<file path="src/hdl/vsnm_pkg.sv">
// Shared types and constants of the six-neighbour majority filter.
package vsnm_pkg;

    // Configuration register indexes.
    localparam logic [1:0] CFG_WIDTH  = 2'd0;
    localparam logic [1:0] CFG_HEIGHT = 2'd1;

    // Reset value of both size registers.
    localparam logic [8:0] CFG_DIM_RESET = 9'd256;

    // A voxel becomes 1 when its six neighbours sum to more than this.
    localparam int NEIGHBOUR_THRESHOLD = 4;

    // Width of the six-neighbour sum: six full voxels at most.
    localparam int SUM_W = 11;

    // Per-voxel control carried from the read stage to the compute stage.
    typedef struct packed {
        logic       has_xp;
        logic       has_xm;
        logic       has_yp;
        logic       has_ym;
        logic       flush;
        logic       past_first;
        logic       volume_last;
        logic [7:0] voxel;
    } vsnm_s1_t;

endpackage

</file>
<file path="src/hdl/vsnm_sum.sv">
// Six-neighbour sum with edge replacement and the majority decision.
module vsnm_sum (
    input  vsnm_pkg::vsnm_s1_t s1,
    input  logic [7:0]         center,
    input  logic [7:0]         xp,
    input  logic [7:0]         xm,
    input  logic [7:0]         yp,
    input  logic [7:0]         ym,
    input  logic               zm_bit,
    output logic               filtered_bit
);

    logic [7:0]                  nxp, nxm, nyp, nym, nzp, nzm;
    logic [vsnm_pkg::SUM_W-1:0]  sum;

    always_comb begin
        // A neighbour outside the volume is replaced by the centre value.
        nxp = s1.has_xp ? xp : center;
        nxm = s1.has_xm ? xm : center;
        nyp = s1.has_yp ? yp : center;
        nym = s1.has_ym ? ym : center;
        nzp = s1.flush ? center : s1.voxel;
        nzm = s1.past_first ? {7'd0, zm_bit} : center;
        sum = vsnm_pkg::SUM_W'(nxp) + vsnm_pkg::SUM_W'(nxm) + vsnm_pkg::SUM_W'(nyp)
            + vsnm_pkg::SUM_W'(nym) + vsnm_pkg::SUM_W'(nzp) + vsnm_pkg::SUM_W'(nzm);
        filtered_bit = sum > vsnm_pkg::SUM_W'(vsnm_pkg::NEIGHBOUR_THRESHOLD);
    end

endmodule

</file>
<file path="config.mk">
export PLATFORM = sky130hd
export DESIGN_NAME = vsnm_sum
export DESIGN_NICKNAME = d
export VERILOG_FILES = /design/src/hdl/vsnm_pkg.sv /design/src/hdl/vsnm_sum.sv
export SDC_FILE = /design/constraint.sdc
export NUM_CORES = 1
export LEC_CHECK = 0
export BUFFER_PORTS_ARGS = -buffer_cell sky130_fd_sc_hd__buf_2
export CORE_MARGIN = 2
export CORE_UTILIZATION = 58
export DETAILED_ROUTE_END_ITERATION = 10
export PLACE_DENSITY = 0.94
export SLEW_MARGIN = 40
export SYNTH_ARGS = -nofsm -noshare
export SYNTH_HDL_FRONTEND = slang
export SYNTH_SLANG_ARGS = --single-unit
export TNS_END_PERCENT = 30
</file>
<file path="constraint.sdc">
create_clock -name vclk -period 13.6
set_clock_uncertainty 0.05 [all_clocks]
set_input_delay 4.08 -clock vclk [all_inputs]
set_output_delay 4.08 -clock vclk [all_outputs]
set_load 0.005 [all_outputs]
</file>
## Word-level counts from Yosys, hierarchy flattened

Index checks and enable logic that the tools add are counted.

| word-level totals | value |
|---|---|
| word-level logic and storage cells | 12 |
| register bits after elaboration | 0 |
| output and inout bits | 1 |

| operators by class | value |
|---|---|
| $lt $le $gt $ge | 1 |
| add/subtract/negate cells | 5 |
| muxes and demuxes | 6 |

Operators with widths:

| cell | count |
|---|---|
| two-way mux 8 bit | 6 |
| adder 11 x 8 -> 11 bit | 2 |
| adder 10 x 8 -> 11 bit | 1 |
| greater-than comparator 11 x 3 -> 1 bit (second input constant) | 1 |
| adder 9 x 8 -> 10 bit | 1 |
| adder 8 x 8 -> 9 bit | 1 |

## Longest topological paths before layout

Gate-level depths: netlist of run 1.

| logic depth | value |
|---|---|
| word-level depth | 7 |
| depth in mapped cells | 15 |

## Least setup slack after synthesis of run 1

Ideal clock, no wire load.

| timing path | value |
|---|---|
| path kind | input -> output |
| start point | in s1[11] (netlist bit) |
| end point | out filtered_bit |
| data required time | 9.470 ns |
| slack | 1.806 ns |
| arrival time | 7.664 ns |
| stages on the path | 13 |
| cells stage by stage | clkbuf_1 -> mux2_2 -> fa_1 -> fa_1 -> fa_1 -> ha_1 -> inv_1 -> fa_1 -> and2b_1 -> o21a_1 -> nor2_1 -> o311a_1 -> o2111ai_1 |

| between the ends | value |
|---|---|
| word-level cells in the longest chain between the ends | 5 |

RTL lines:

| item | RTL line | source |
|---|---|---|
| start, declared | vsnm_sum.sv:3 | `input vsnm_pkg::vsnm_s1_t s1,` |
| two-way mux 8 bit | vsnm_sum.sv:21 | `nym = s1.has_ym ? ym : center;` |
| adder 10 x 8 -> 11 bit | vsnm_sum.sv:25 | `+ vsnm_pkg::SUM_W'(nym) + vsnm_pkg::SUM_W'(nzp) + vsnm_pkg::SUM_W'(nzm);` |
| adder 11 x 8 -> 11 bit (2 in a row) | vsnm_sum.sv:25 |  |
| greater-than comparator 11 x 3 -> 1 bit | vsnm_sum.sv:26 | `filtered_bit = sum > vsnm_pkg::SUM_W'(vsnm_pkg::NEIGHBOUR_THRESHOLD);` |
| end, declared | vsnm_sum.sv:10 | `output logic filtered_bit` |

Every way passes these cells.

## Final worst setup path of run 1

Ends and elaborated chain as after synthesis.

==> qor.csv, run 1 <==
stage;metric;value;unit
finish;Nets;318;
floorplanning;Initial Util;59.9;%
pwr;power per cell area;136;mW/mm^2
setup_path;CP required;9.47;ns
pwr;maximum vdd drop;0.108;mV
routing;first-iteration detailed-routing DRC count;38;
routing;vias per cell;5.41;
logic_synthesis;Gate Count Post-Synth;169;
sta;crit path time final;12.03;ns
placement;Placed Instances;251;
setup_path;max incr delay on CP;0.58;ns
setup_path;Crit-path slowest cell;fa_1;
logic_synthesis;Avg Inst Size Synth;9.61;um^2
routing;WL/cell;13.4;um
floorplanning;die area;0.00324;mm^2
logic_synthesis;synth cell count leaders;46 x inv_1, 32 x fa_1, 22 x mux2i_1, 20 x mux2_2;
logic_synthesis;top-count cell post-synth;inv_1;
cts;post_cts resized;0;
global_routing;vias in the first global route;1476;
logic_synthesis;Yosys top cell by area;fa_1;
setup_path;Critical Path End Type;output port;
routing;Post-DRT Antenna Nets;0;
finish;layout cells sized above 1;35.9;%
setup_path;Cell Chain, Critical Path;buf_2 -> mux2_2 -> fa_1 -> fa_1 -> fa_1 -> ha_1 -> inv_1 -> fa_1 -> and2b_1 -> o21a_1 -> nor2_1 -> o311a_1 -> o2111ai_1 -> buf_2;
floorplanning;number of cell rows;19;
finish;area occupied by multi-input gates;0.00143;mm^2
sta;crit share post-route;88.4;%
global_routing;GRT Overall Usage;23.3;%
sta;RSZ-0062 raised after global routing;false;
setup_path;crit-path max FO;8;
sta;final setup vio count;0;
sta;Relative slew margins;84.3;%
logic_synthesis;ranking of synthesized cells by area;fa_1 39%, mux2_2 14%, mux2i_1 14%;
floorplanning;Core ar.;0.00271;mm^2
logic_synthesis;post-synthesis cell type count;29;
routing;vias;1358;
sta;setup_tns;0;ns
placement;Final GP Congestion;0.829;
finish;FF/Latch Area;0;um^2
finish;Seq cells;0;
routing;final WL;3.36;mm
setup_path;Worst Path Buf+Inv;3;
setup_path;CP delay by family, top;adder cells;
cts;hold buffers post-CTS;0;
logic_synthesis;top-area cell type share of the netlist area;39.4;%
logic_synthesis;register area share after synthesis;0;%
global_routing;initial antenna violation count;0;
logic_synthesis;syn_nets;265;
finish;fillers;217;
logic_synthesis;Syn Std Cell Area;0.00162;mm^2
global_routing;remaining global-route overflow;0;
routing;DRT Pass-1 Iters;4;
setup_path;most used cell, CP;fa_1;
global_routing;first-pass GRT wire length;6.02;mm
finish;clkbuf count;0;
sta;final hold viol count;0;
floorplanning;IO Count;57;
floorplanning;Vert. Die Dim;56.9;um
placement;post-DP HPWL;2.95;mm
cts;Post CTS Setup Buffer Count;0;
setup_path;critical path type;input pin to output port;
placement;PortBufs;56;
sta;Slew Viols, Final;0;
pwr;Leakage;0.00107;uW
finish;Area Overhead vs Synth;18.3;%
finish;ANT cells;0;
sta;Peak Freq;83.1;MHz
setup_path;CP Launch Type;input pin;
routing;DRC violations left;0;
finish;Finished Layout Cells;251;
global_routing;largest net degree at the start of global routing;9;
logic_synthesis;Syn. warnings;0;
hold_path;worst min-delay path class;input pin to output port;
setup_path;CP arrival;7.90;ns
outcome;outcome;completed;
job;Max Cap Viol;0;
sta;worst-margin pin slew;0.229;ns
floorplanning;Die W;56.9;um
## cells in the final DEF, fill, tap and decap left out, types with 2 or more instances in the layout
cell type and count:
mux2i_1 22, ha_1 8, inv_1 46, a21oi_1 2, fa_1 32, nand2_1 2, nor2_1 2, nand3_1 2
mux2_2 20, nor2b_1 8, o21ai_0 2, buf_2 56, a21o_1 3
## worst paths after layout
| check | start | to | slack [ns] | cells past startpoint |
|---|---|---|---|---|
| hold / removal | yp[0] | filtered_bit | 9.04 | 9 |
| setup / recovery | s1[11] | filtered_bit | 1.57 | 14 |
## final cells by class
| type | instances | area share (%) |
|---|---|---|
| multi-input combinational | 118 | 74.4 |
| inverter | 46 | 8.99 |
| timing repair buffer | 56 | 14.6 |
| tap | 31 | 2.02 |
## kinds of logic after synthesis
kind of cell | Yosys count | share of synthesized area, %
buffers and inverters | 51 | 12.0
multiplexers | 42 | 27.4
adder cells (fa/ha/maj) | 40 | 45.6
AND/OR/NAND/NOR | 20 | 7.32
AO/OA/AOI/OAI | 14 | 6.55
XOR/XNOR | 2 | 1.08
## power by group
group | internal, uW | switching (uW)
Sequential | 0 | 0
Combinational | 119 | 142
Clock | 0 | 0
## routing by layer
layer | GRT usage, % | up-vias | wire, um
li1 | - | 641 | -
met1 | 26.2 | 659 | 1240
met2 | 48.4 | 52 | 1900
met3 | 0.691 | 6 | 170
met4 | 3.65 | 0 | 53
met5 | 0 | - | 0
## per-stage QoR
stage	hold slack (ns)	total power [uW]	area, um^2	util (%)	setup WS [ns]
after floorplan	8.77	206	1620	-	1.81
after CTS	9.07	262	1920	70.9	1.53
after detailed placement	9.05	261	1920	70.9	1.54
final	9.04	261	1920	70.9	1.57
after global placement	9.03	249	1920	70.9	1.66
after global routing	9.17	303	1920	70.9	1.38
Power figures use the tool's default switching activity.
==> run 2, diff against run 1 <==
--- a/config.mk
+++ b/config.mk
@@ -10,6 +10,7 @@
 export CORE_UTILIZATION = 58
 export DETAILED_ROUTE_END_ITERATION = 10
 export PLACE_DENSITY = 0.94
+export RECOVER_POWER = 50
 export SLEW_MARGIN = 40
 export SYNTH_ARGS = -nofsm -noshare
 export SYNTH_HDL_FRONTEND = slang
==> qor.csv, run 2 (synthesis gave the netlist of run 1 again) <==
stage;metric;value;unit
routing;final WL;3.36;mm
floorplanning;Die W;56.9;um
sta;worst hold margin;9.04;ns
floorplanning;IO Count;57;
routing;WL/cell;13.4;um
sta;crit path time final;12.26;ns
routing;wl on met1;1.24;mm
sta;crit share post-route;90.2;%
global_routing;first-pass GRT wire length;6.02;mm
sta;Peak Freq;81.5;MHz
placement;setup slack at placement;1.54;ns
routing;met2 wire length;1.89;mm
outcome;outcome;completed;
cts;post_cts resized;0;
finish;most frequent cells in the layout;55 x buf_2, 46 x inv_1, 32 x fa_1;
floorplanning;Initial Util;59.9;%
sta;final hold viol count;0;
routing;DR top layer;met4;
global_routing;vias in the first global route;1476;
finish;Area Overhead vs Synth;18.2;%
sta;setup_tns;0;ns
cts;hold buffers post-CTS;0;
placement;post-DP HPWL;2.95;mm
placement;Placed Instances;251;
pwr;power per cell area;136;mW/mm^2
finish;Finished Layout Cells;251;
global_routing;largest net degree at the start of global routing;9;
finish;ANT cells;0;
finish;commonest non-fill, non-tap cell in the layout;buf_2;
setup_path;CP arrival;8.13;ns
job;Max Cap Viol;0;
global_routing;initial antenna violation count;0;
pwr;maximum vdd drop;0.108;mV
floorplanning;Core ar.;0.00271;mm^2
floorplanning;Vert. Die Dim;56.9;um
setup_path;CP required;9.47;ns
routing;WL met3;171;um
routing;DRT Pass-1 Iters;4;
sta;final setup vio count;0;
setup_path;CP Launch Type;input pin;
finish;Nets;318;
setup_path;critical path type;input pin to output port;
routing;Post-DRT Antenna Nets;0;
routing;DRC violations left;0;
sta;Worst Slack Setup Final;1.34;ns
finish;Seq cells;0;
global_routing;remaining global-route overflow;0;
finish;layout cells sized above 1;35.5;%
sta;Relative slew margins;61.5;%
floorplanning;number of cell rows;19;
sta;Slew Viols, Final;0;
finish;clkbuf count;0;
hold_path;worst min-delay path class;input pin to output port;
pwr;Leakage;0.00106;uW
finish;FF/Latch Area;0;um^2
global_routing;GRT Overall Usage;23.3;%
routing;vias;1357;
placement;Final GP Congestion;0.829;
routing;vias per cell;5.41;
floorplanning;die area;0.00324;mm^2
sta;worst-margin pin slew;0.578;ns
setup_path;Critical Path End Type;output port;
placement;PortBufs;56;
finish;fillers;218;
setup_path;crit-path max FO;8;
pwr;Tot Pwr;261;uW
routing;first-iteration detailed-routing DRC count;37;
cts;Post CTS Setup Buffer Count;0;
sta;RSZ-0062 raised after global routing;false;
-- run 2: cell type report --
cell class | instances | area, um^2 | area share, %
Inverter | 46 | 173 | 9.00
Multi-Input combinational cell | 118 | 1430 | 74.4
Tap cell | 31 | 38.8 | 2.02
Timing Repair Buffer | 56 | 279 | 14.5
-- run 2: through the flow --
step                utilization (%)  instance area [um^2]
floorplan                         -                  1620
global placement               70.9                  1920
detailed placement             70.9                  1920
CTS                            70.9                  1920
global route                   70.8                  1920
finish                         70.8                  1920
-- run 2: final timing paths --
path | start | endpoint | slack, ns | cells past startpoint
min | yp[0] | filtered_bit | 9.04 | 9
max | s1[11] | filtered_bit | 1.34 | 14
-- run 2: worst max-delay path: stages --
cell,delay (ns)
clkbuf_1,0.43
mux2_2,0.42
fa_1,0.58
fa_1,0.46
fa_1,0.56
ha_1,0.18
inv_1,0.06
fa_1,0.37
and2b_1,0.22
o21a_1,0.11
nor2_1,0.06
o311a_1,0.28
o2111ai_1,0.19
buf_2,0.14
-- run 2: layer usage --
metal	up-vias	track usage, %
met3	6	0.691
met2	52	48.4
met1	658	26.2
li1	641	-
met5	-	0
met4	0	3.65
-- run 2: power breakdown --
part	internal (uW)	leakage, uW	switching [uW]
Clock	0	0	0
Combinational	119	0.00106	142
Sequential	0	0	0
