[src/hdl/vsnm_ram.sv]
// Synchronous memory with one write port and one or more registered read ports.
module vsnm_ram #(
    parameter int DEPTH  = 2,
    parameter int DATA_W = 8,
    parameter int READS  = 1
) (
    input  logic                                    aclk,
    input  logic                                    we,
    input  logic [$clog2(DEPTH)-1:0]                waddr,
    input  logic [DATA_W-1:0]                       wdata,
    input  logic                                    re,
    input  logic [READS-1:0][$clog2(DEPTH)-1:0]     raddr,
    output logic [READS-1:0][DATA_W-1:0]            rdata
);

    logic [DATA_W-1:0]             mem [DEPTH];
    logic [READS-1:0][DATA_W-1:0]  rdata_reg;

    always_ff @(posedge aclk) begin
        if (we) begin
            mem[waddr] <= wdata;
        end
        if (re) begin
            for (int i = 0; i < READS; i++) begin
                rdata_reg[i] <= mem[raddr[i]];
            end
        end
    end

    assign rdata = rdata_reg;

endmodule

[config.mk]
export PLATFORM = sky130hd
export DESIGN_NAME = vsnm_ram
export DESIGN_NICKNAME = d
export VERILOG_FILES = /design/src/hdl/vsnm_ram.sv
export SDC_FILE = /design/constraint.sdc
export NUM_CORES = 1
export LEC_CHECK = 0
export BUFFER_PORTS_ARGS = -buffer_cell sky130_fd_sc_hd__buf_2
export CORE_MARGIN = 1.5
export CORE_UTILIZATION = 40
export DETAILED_ROUTE_END_ITERATION = 8
export GPL_ROUTABILITY_DRIVEN = 0
export PLACE_DENSITY = 0.71
export SLEW_MARGIN = 15
export SYNTH_ARGS = -nofsm -noshare
export SYNTH_HDL_FRONTEND = slang
export SYNTH_SLANG_ARGS = --single-unit
[constraint.sdc]
create_clock -name aclk -period 0.9 [get_ports aclk]
set_input_delay 0.045 -clock aclk [delete_from_list [all_inputs] [get_ports aclk]]
set_output_delay 0.045 -clock aclk [all_outputs]
set_load 0.02 [all_outputs]
**Word level (Yosys, flattened, before mapping)**

Memories as Yosys holds them, arrays and structs flattened. A register that Yosys moved wholly into a read port is not among the register bits.
Cells that the tools add are included.

- Muxes and demuxes: 2

Operators with widths:

| kind | number |
|---|---|
| $mux W1 | 2 |

- Logic and storage cells: 3
- Memories kept: 1
- Memory bits (writable): 16
- Bits in registers: 0

Memory list:

| name | depth | width | read ports | clocked after Yosys merged registers in | write ports | RTL line | text |
|---|---|---|---|---|---|---|---|
| mem | 2 | 8 | 1 | 1 | 1 | 16 | `logic [DATA_W-1:0] mem [DEPTH];` |

**Logic depth before layout (Yosys ltp)**

Gate-level depths: netlist (run 1).

- Depth in word-level cells: 2
- Mapped depth: 2

**Worst setup path before layout (run 1)**

Ideal clock, no wire load.

- Path type: flip-flop to flip-flop
- Start: mem mem[0][0]
- End: reg rdata_reg, in the netlist rdata[0], read port of mem, data pin
- Cell stages (with the launch flop): 2
- Path buffers: 0
- Setup time: 0.260 ns
- Setup slack: 0.050 ns
- Arrival: 0.590 ns
- Data required time: 0.640 ns
- Period minus slack after synthesis: 0.850 ns
- Cell sequence: edfxtp_1 > mux2_4

RTL lines:

| what | RTL line | text |
|---|---|---|
| start: declaration | 16 |  |
| end: declaration | 17 | `logic [READS-1:0][DATA_W-1:0] rdata_reg;` |

No word-level cell between the ends.

**Worst setup path in the final report (run 1)**

- Start: reg rdata_reg, in the netlist rdata[1], read port of mem
- End: out rdata[1] in the netlist's numbering

RTL lines:

| what | RTL line | text |
|---|---|---|
| end: declaration | 13 | `output logic [READS-1:0][DATA_W-1:0] rdata` |

No word-level cell between the ends.

==> flow_summary_export.csv, run 1 <==
group,metric,value,unit
synth,ys_ff_latch,24,
global_routing,grt_pass1_vias,369,
clock_tree,cts_tree,"yes",
layout,area_growth,31.11,%
layout,n_antenna_cell,0,
floorplanning,io-pin-count,21,
power,p_int,1883,uW
routing,wl_per_cell,12.09,um
floorplanning,die_w,49.49,um
placed_design,portBuffers,20,
power,p_comb_frac,0.090,
placed_design,post-dp-hpwl,703.8,um
synth,syn-mean-instance-area,24.70,um^2
sta,slew_viol_final,0,
routing,drc_errors,0,
synth,synth_seq_area_share,0.8336,
synth,synth_flop_cell,"edfxtp_1",
setup_path,cp.required,0.85,ns
power,seq_power_share,0.581,
synth,yosysTopAreaCell,"edfxtp_1",
clock_tree,clk_pin_slew_worst_paths,0.13,ns
floorplanning,die_area,2449,um^2
setup_path,crit_path_cell_trace,"buf_2",
setup_path,cp_num_cells,1,
run_status,status,"complete, but fails checks",
min_path,min_from,"re",
synth,yosysMostFrequentCell,"edfxtp_1",
global_routing,antenna_found_initial,0,
routing,ant_nets,0,
power,ir_drop,1115,uV
placed_design,placed_cell_area,994.7,um^2
flow_run,drv_cap,0,
setup_path,r2r_cells,1,
global_routing,grt.total_usage,0.1022,
synth,synthTopCellsByArea,"edfxtp_1, mux2_4, buf_6",
floorplanning,initial_utilization,0.4319,
global_routing,grt_pass1_wl,1683,um
setup_path,cp-start-kind,"flip-flop",
clock_tree,clockRootBuffer,"clkbuf_4",
clock_tree,clock_latency,0.31,ns
power,p_switching,419.3,uW
sta,worst_clock_skew,0.009098,ns
synth,synthCells,35,
global_routing,overflow,0,
synth,synth-edff-count,24,
synth,async_reset_ff_frac,0,
setup_path,worstPathMaxFanout,1,
setup_path,crit_buf_inv,1,
synth,synth_common_cells,"edfxtp_1, mux2_4, and2_1, buf_6, nor2b_1",
power,power_density,2031,nW/um^2
setup_path,setup.worst_path.class,"flip-flop to output port",
sta,max_slew.worst_pin.slew,0.3901,ns
setup_path,crit_path_top_delay_cell,"edfxtp_1",
power,p_leak,0.0004463,uW
sta,fin_ws,-0.004607,ns
min_path,hold-path-cell-count,1,
sta,finalHoldViolations,0,
routing,num_vias,410,
clock_tree,h-tree-depth,1,
clock_tree,cts_sinks,24,
sta,setup_viol,2,
layout,layout.nets,81,
routing,dr.pass1.iters,3,
sta,post-route-min-period,0.9046,ns
global_routing,grt_max_degree,15,
synth,synth_nets,48,
power,power_frac_clock,0.329,
synth,yosysTopAreaCellShare,0.8336,
layout,stdcell_area,1134,um^2
setup_path,max_stage_delay,0.38,ns
run_status,violations,"negative setup slack",
setup_path,r2r_start,"mem[0][3]",
sta,min_period_over_period,1.005,
clock_tree,cts_buffer_depth,2,
routing,first_iter_violations,2,
setup_path,critPathArrivalTime,0.86,ns
sta,hold_ws,0.05610,ns
sta,fmax,1.105,GHz
routing,drt_wl_total,1136,um
power,swShare,0.1821,
floorplanning,fp.coreArea,2002,um^2
floorplanning,rows,16,
routing,vias_per_cell,4.362,
synth,synth_warnings,0,
sta,rsz0062_at_grt,"yes",
setup_path,startpoint,"rdata[1]",
sta,relSlewSlack,0.7399,
synth,syn_area,864.6,um^2
setup_path,critPathTopFamily,"flip-flops",
floorplanning,fp.dieH,49.49,um
synth,ys_types,5,
layout,drive_above_1_share,0.4925,
layout,largest_reg_flops,16,
clock_tree,numCtsBuffers,3,
min_path,min_path_type,"input port to flip-flop",
setup_path,critPathCaptureType,"output port",
==> layout by cell type (no fill, tap or decap), drive strengths merged <==
cell / count
bufinv: 1
clkbuf: 3
buf: 21
mux2: 8
nor2b: 1
dlygate4sd3: 8
edfxtp: 24
and2: 1
==> per-layer routing <==
metal  up-vias  share of wire  track usage
met5         -              0            0
li1        201              -            -
met3         7          0.046      0.01212
met4         0          0.068       0.1389
met1       184           0.43       0.1116
met2        18           0.45       0.1509
==> power by group through the flow <==
stage / Sequential [uW] / Clock, uW / Combinational (uW)
3_5_place_dp: 1360 / 0 / 178
5_1_grt: 1340 / 802 / 223
3_3_place_gp: 1360 / 0 / 176
6_report: 1340 / 758 / 208
2_1_floorplan: 1400 / 0 / 76.4
4_1_cts: 1340 / 768 / 205
==> area by class of cell <==
type	instances	area, um^2
tap	27	33.78
multi-input combinational	10	132.6
sequential	24	720.7
clock buffer	3	22.52
timing repair buffer	29	193.9
fill	170	868.3
clock inverter	1	30.03
==> final timing paths <==
path         endpoint  slack (ns)
min          rdata[5]        0.06
max reg2reg  rdata[3]      -0.005
max          rdata[1]      -0.005
min reg2reg  rdata[4]        0.56
==> per-stage QoR <==
step                power (uW)  setup slack [ns]  cells  setup TNS (ns)  utilization
floorplan                 1473           0.04963     35               0            -
global placement          1534           0.02668     82               0       0.4969
detailed placement        1541         -0.001059     82       -0.001059       0.4969
CTS                       2309          -0.01672     94        -0.03449       0.5631
global route              2368          -0.06208     94         -0.2934       0.5663
finish                    2303         -0.004607     94       -0.005576       0.5663
==> cell families (layout without fill, tap and decap cells) <==
| family | after synthesis | in the layout | share of synthesized area |
|---|---|---|---|
| buffers and inverters | 1 | 33 | 0.01302 |
| flip-flops | 24 | 24 | 0.8336 |
| multiplexers | 8 | 8 | 0.1389 |
| AND/OR/NAND/NOR | 2 | 2 | 0.01448 |
==> what timing repair did <==
item,CTS,global route
endpoints found under the setup margin,4,13
hold buffers,8,0
resized for setup,0,2
endpoints found under the hold margin,16,0
buffers inserted,0,0
Power figures use the tool's default switching activity.
==> run 2: changes to the inputs <==
--- a/config.mk
+++ b/config.mk
@@ -6,11 +6,13 @@
 export NUM_CORES = 1
 export LEC_CHECK = 0
 export BUFFER_PORTS_ARGS = -buffer_cell sky130_fd_sc_hd__buf_2
+export CORE_ASPECT_RATIO = 1.2
 export CORE_MARGIN = 1.5
-export CORE_UTILIZATION = 40
+export CORE_UTILIZATION = 35
+export CTS_BUF_LIST = sky130_fd_sc_hd__clkbuf_8 sky130_fd_sc_hd__clkbuf_16
 export DETAILED_ROUTE_END_ITERATION = 8
 export GPL_ROUTABILITY_DRIVEN = 0
-export PLACE_DENSITY = 0.71
+export PLACE_DENSITY = 0.64
 export SLEW_MARGIN = 15
 export SYNTH_ARGS = -nofsm -noshare
 export SYNTH_HDL_FRONTEND = slang
==> flow_summary_export.csv, run 2 (synthesis results as in run 1) <==
group,metric,value,unit
global_routing,grt_pass1_wl,1752,um
layout,largest_reg_flops,16,
floorplanning,die_area,2779,um^2
layout,regArea,720.7,um^2
floorplanning,die_w,48.37,um
layout,final_cell_mix,"edfxtp_1, buf_2, mux2_4, dlygate4sd3_1, clkbuf_8",
sta,slew_viol_final,0,
sta,fmax,1.129,GHz
routing,dr.pass1.iters,2,
clock_tree,clk_pin_slew_worst_paths,0.07,ns
power,p_leak,0.0004378,uW
setup_path,setup.worst_path.class,"flip-flop to flip-flop",
floorplanning,rows,19,
routing,ant_nets,0,
layout,multi_input_area,132.6,um^2
clock_tree,h-tree-depth,1,
sta,max_slew.worst_pin.slew,0.3582,ns
power,ir_drop,1401,uV
routing,wl_per_cell,10.16,um
global_routing,antenna_found_initial,0,
sta,finalHoldViolations,0,
setup_path,max_stage_delay,0.37,ns
routing,num_vias,396,
sta,rsz0062_at_grt,"yes",
sta,hold_ws,0.1154,ns
global_routing,overflow,0,
setup_path,worstPathMaxFanout,1,
clock_tree,cts_sinks,24,
floorplanning,io-pin-count,21,
routing,drc_errors,0,
layout,layout_commonest_cell,"edfxtp_1",
clock_tree,clock_latency,0.25,ns
global_routing,grt_pass1_vias,414,
layout,n_antenna_cell,0,
layout,layout.nets,81,
sta,min_period_over_period,0.9838,
sta,worst_clock_skew,0.001449,ns
setup_path,crit_buf_inv,0,
layout,stdcell_area,1121,um^2
clock_tree,post-cts-setup-buffer-count,0,
routing,first_iter_violations,5,
sta,relSlewSlack,0.7612,
setup_path,crit_path_cell_trace,"mux2_4",
power,power_density,1891,nW/um^2
global_routing,grt_max_degree,13,
setup_path,critPathCaptureType,"flip-flop",
layout,nFillCells,203,
min_path,min_path_type,"input port to flip-flop",
sta,post-route-min-period,0.8854,ns
run_status,status,"finished, final reports clean",
clock_tree,clockRootBuffer,"clkbuf_8",
layout,drive_above_1_share,0.4848,
sta,setup_viol,0,
setup_path,critPathArrivalTime,0.90,ns
setup_path,crit_path_top_delay_cell,"edfxtp_1",
global_routing,grt.total_usage,0.08728,
routing,drt_wl_total,986,um
floorplanning,fp.coreArea,2306,um^2
floorplanning,fp.dieH,57.45,um
routing,vias_per_cell,4.082,
setup_path,critPathTopFamily,"flip-flops",
sta,setup_tns,0,ns
setup_path,cp.required,0.91,ns
placed_design,placed_cell_area,999.7,um^2
power,power,2120,uW
flow_run,drv_cap,0,
placed_design,portBuffers,20,
clock_tree,cts_tree,"yes",
clock_tree,numCtsBuffers,3,
setup_path,cp-start-kind,"flip-flop",
floorplanning,initial_utilization,0.3749,
clock_tree,cts_buffer_depth,2,
layout,area_growth,29.67,%
==> run 2: repair_timing <==
item                                    in CTS  in global routing
resized for setup                            0                  0
hold buffers                                 8                  0
hold endpoints to repair                    16                  0
endpoints found under the setup margin       0                  5
==> run 2: stage by stage <==
step	std cells	util	setup slack (ns)
global route	97	0.4862	-0.008856
global placement	86	0.4335	0.02309
finish	97	0.4862	0.01460
floorplan	35	-	0.04963
CTS	97	0.4862	0.01156
detailed placement	86	0.4335	0.01920
==> run 2: path summary, 6_finish.rpt <==
path | from | end | slack (ns) | cells after the start
worst max-delay path | mem[0][0] | rdata[0] | 0.01 | 1
worst min-delay path | re | rdata[5] | 0.12 | 1
worst max register to register | mem[0][0] | rdata[0] | 0.01 | 1
worst min register to register | mem[0][5] | rdata[5] | 0.55 | 1
==> run 2: area by class of cell <==
type | count | share of cell area
clock buffer | 3 | 0.03683
multi-input combinational | 10 | 0.1183
timing repair buffer | 29 | 0.1674
sequential | 24 | 0.6429
tap | 31 | 0.03460
==> run 2: per-layer routing <==
layer  vias up  track usage  wire, um
li1        200            -         -
met5         -            0         0
met1       170      0.09683       420
met2        22       0.1310       454
met4         0      0.07347        36
met3         4      0.03665        76
==> run 2: where the power goes <==
part | switching [uW] | total, uW | internal [uW]
registers | 16.8 | 1340 | 1320
logic | 90.0 | 201 | 111
clock network | 285 | 583 | 298
total | 392 | 2120 | 1730
==> run 3: changes to the inputs <==
--- a/config.mk
+++ b/config.mk
@@ -6,13 +6,13 @@
 export NUM_CORES = 1
 export LEC_CHECK = 0
 export BUFFER_PORTS_ARGS = -buffer_cell sky130_fd_sc_hd__buf_2
-export CORE_ASPECT_RATIO = 1.2
 export CORE_MARGIN = 1.5
 export CORE_UTILIZATION = 35
 export CTS_BUF_LIST = sky130_fd_sc_hd__clkbuf_8 sky130_fd_sc_hd__clkbuf_16
 export DETAILED_ROUTE_END_ITERATION = 8
 export GPL_ROUTABILITY_DRIVEN = 0
 export PLACE_DENSITY = 0.64
+export SETUP_SLACK_MARGIN = 0.4
 export SLEW_MARGIN = 15
 export SYNTH_ARGS = -nofsm -noshare
 export SYNTH_HDL_FRONTEND = slang
==> flow_summary_export.csv, run 3 (synthesis results as in run 1) <==
group,metric,value,unit
run_status,status,"complete, but fails checks",
run_status,violations,"negative hold slack",
layout,layout_commonest_cell,"edfxtp_1",
power,power_density,2202,nW/um^2
setup_path,cp.required,0.92,ns
placed_design,portBuffers,20,
global_routing,antenna_found_initial,0,
floorplanning,initial_utilization,0.3799,
setup_path,setup.worst_path.class,"flip-flop to flip-flop",
clock_tree,h-tree-depth,1,
floorplanning,die_w,52.70,um
power,p_leak,0.0004373,uW
global_routing,grt_pass1_wl,1607,um
routing,vias_per_cell,4.395,
sta,hold_ws,-0.03004,ns
floorplanning,fp.dieH,52.70,um
sta,post-route-min-period,0.8917,ns
layout,final_cell_mix,"edfxtp_1, buf_2, mux2_4, buf_6, clkbuf_8",
routing,drc_errors,0,
clock_tree,cts_tree,"yes",
sta,setup_viol,0,
setup_path,crit_path_cell_trace,"mux2_4",
power,power,2466,uW
setup_path,reg2reg_setup_slack,0.008,ns
layout,largest_reg_flops,16,
min_path,min_path_type,"input port to flip-flop",
routing,ant_nets,0,
clock_tree,clock_latency,0.26,ns
sta,relSlewSlack,0.8374,
layout,nFillCells,197,
global_routing,grt_pass1_vias,391,
global_routing,grt_max_degree,15,
setup_path,critPathArrivalTime,0.91,ns
placed_design,dpl_worst_slack,0.01222,ns
routing,wl_met3,70,um
sta,slew_viol_final,0,
layout,regArea,720.7,um^2
sta,fin_ws,0.008326,ns
routing,drt_wl_total,982,um
layout,area_growth,29.52,%
global_routing,grt.total_usage,0.08516,
setup_path,worstPathMaxFanout,1,
routing,first_iter_violations,1,
sta,finalHoldViolations,16,
power,ir_drop,1073,uV
layout,drive_above_1_share,0.5862,
layout,layout.nets,72,
global_routing,overflow,0,
setup_path,cp-start-kind,"flip-flop",
layout,n_antenna_cell,0,
sta,max_slew.worst_pin.slew,0.2435,ns
clock_tree,post-cts-setup-buffer-count,0,
floorplanning,fp.coreArea,2276,um^2
floorplanning,die_area,2777,um^2
routing,dr.pass1.iters,3,
setup_path,crit_buf_inv,0,
setup_path,max_stage_delay,0.38,ns
sta,setup_tns,0,ns
layout,multi_input_area,142.6,um^2
flow_run,drv_cap,0,
sta,fmax,1.121,GHz
clock_tree,cts_sinks,24,
clock_tree,numCtsBuffers,3,
floorplanning,rows,17,
routing,num_vias,378,
routing,wl_met1,424,um
clock_tree,cts_buffer_depth,2,
setup_path,critPathCaptureType,"flip-flop",
setup_path,crit_path_top_delay_cell,"edfxtp_1",
clock_tree,clockRootBuffer,"clkbuf_8",
routing,wl_met2,487,um
sta,min_period_over_period,0.9907,
routing,wl_per_cell,11.42,um
setup_path,critPathTopFamily,"flip-flops",
sta,worst_clock_skew,0.0007505,ns
routing,top_layer,"met3",
clock_tree,clk_pin_slew_worst_paths,0.08,ns
sta,rsz0062_at_grt,"yes",
floorplanning,io-pin-count,21,
[run 3: changes by cell type in the layout (fill, tap and decap cells not counted), sizes merged]
cell	previous run	this run
buf	21	20
dlygate4sd3	8	0
bufinv	0	1
[run 3: repair_timing]
item | 4_1_cts | 5_1_grt
gates cloned | 0 | 0
endpoints found under the hold margin | 16 | 16
endpoints found under the setup margin | 16 | 16
resized for setup | 0 | 16
[run 3: layer usage]
metal  GRT usage  up-vias
met1     0.08178      181
li1            -      182
met2      0.1458       15
met3     0.04000        0
met5           0        -
met4     0.05128        0
[run 3: power by group]
group / total (uW) / leakage [uW] / switching, uW / internal (uW)
combinational: 208 / 0.000173 / 88.6 / 119
sequential: 1340 / 0.000228 / 24.0 / 1320
clock: 914 / 0.0000357 / 321 / 593
[run 3: cell type report]
class,instances,share of cell area
Clock buffer,3,0.03687
Tap cell,28,0.03129
Multi-Input combinational cell,10,0.1274
Sequential cell,24,0.6436
Timing Repair Buffer,20,0.1341
Clock inverter,1,0.02682
[run 3: final timing paths]
path,start,end,depth (start not counted)
setup reg to reg,mem[0][1],rdata[1],1
setup / recovery,mem[0][1],rdata[1],1
hold reg to reg,mem[1][5],rdata[5],1
hold / removal,wdata[1],mem[0][1],1
[run 3: per-stage QoR]
| step | instance area, um^2 | cells | util |
|---|---|---|---|
| floorplan | 874.6 | 35 | - |
| global placement | 998.5 | 82 | 0.4387 |
| detailed placement | 998.5 | 82 | 0.4387 |
| CTS | 1070 | 86 | 0.4700 |
| global route | 1120 | 86 | 0.4920 |
| finish | 1120 | 86 | 0.4920 |
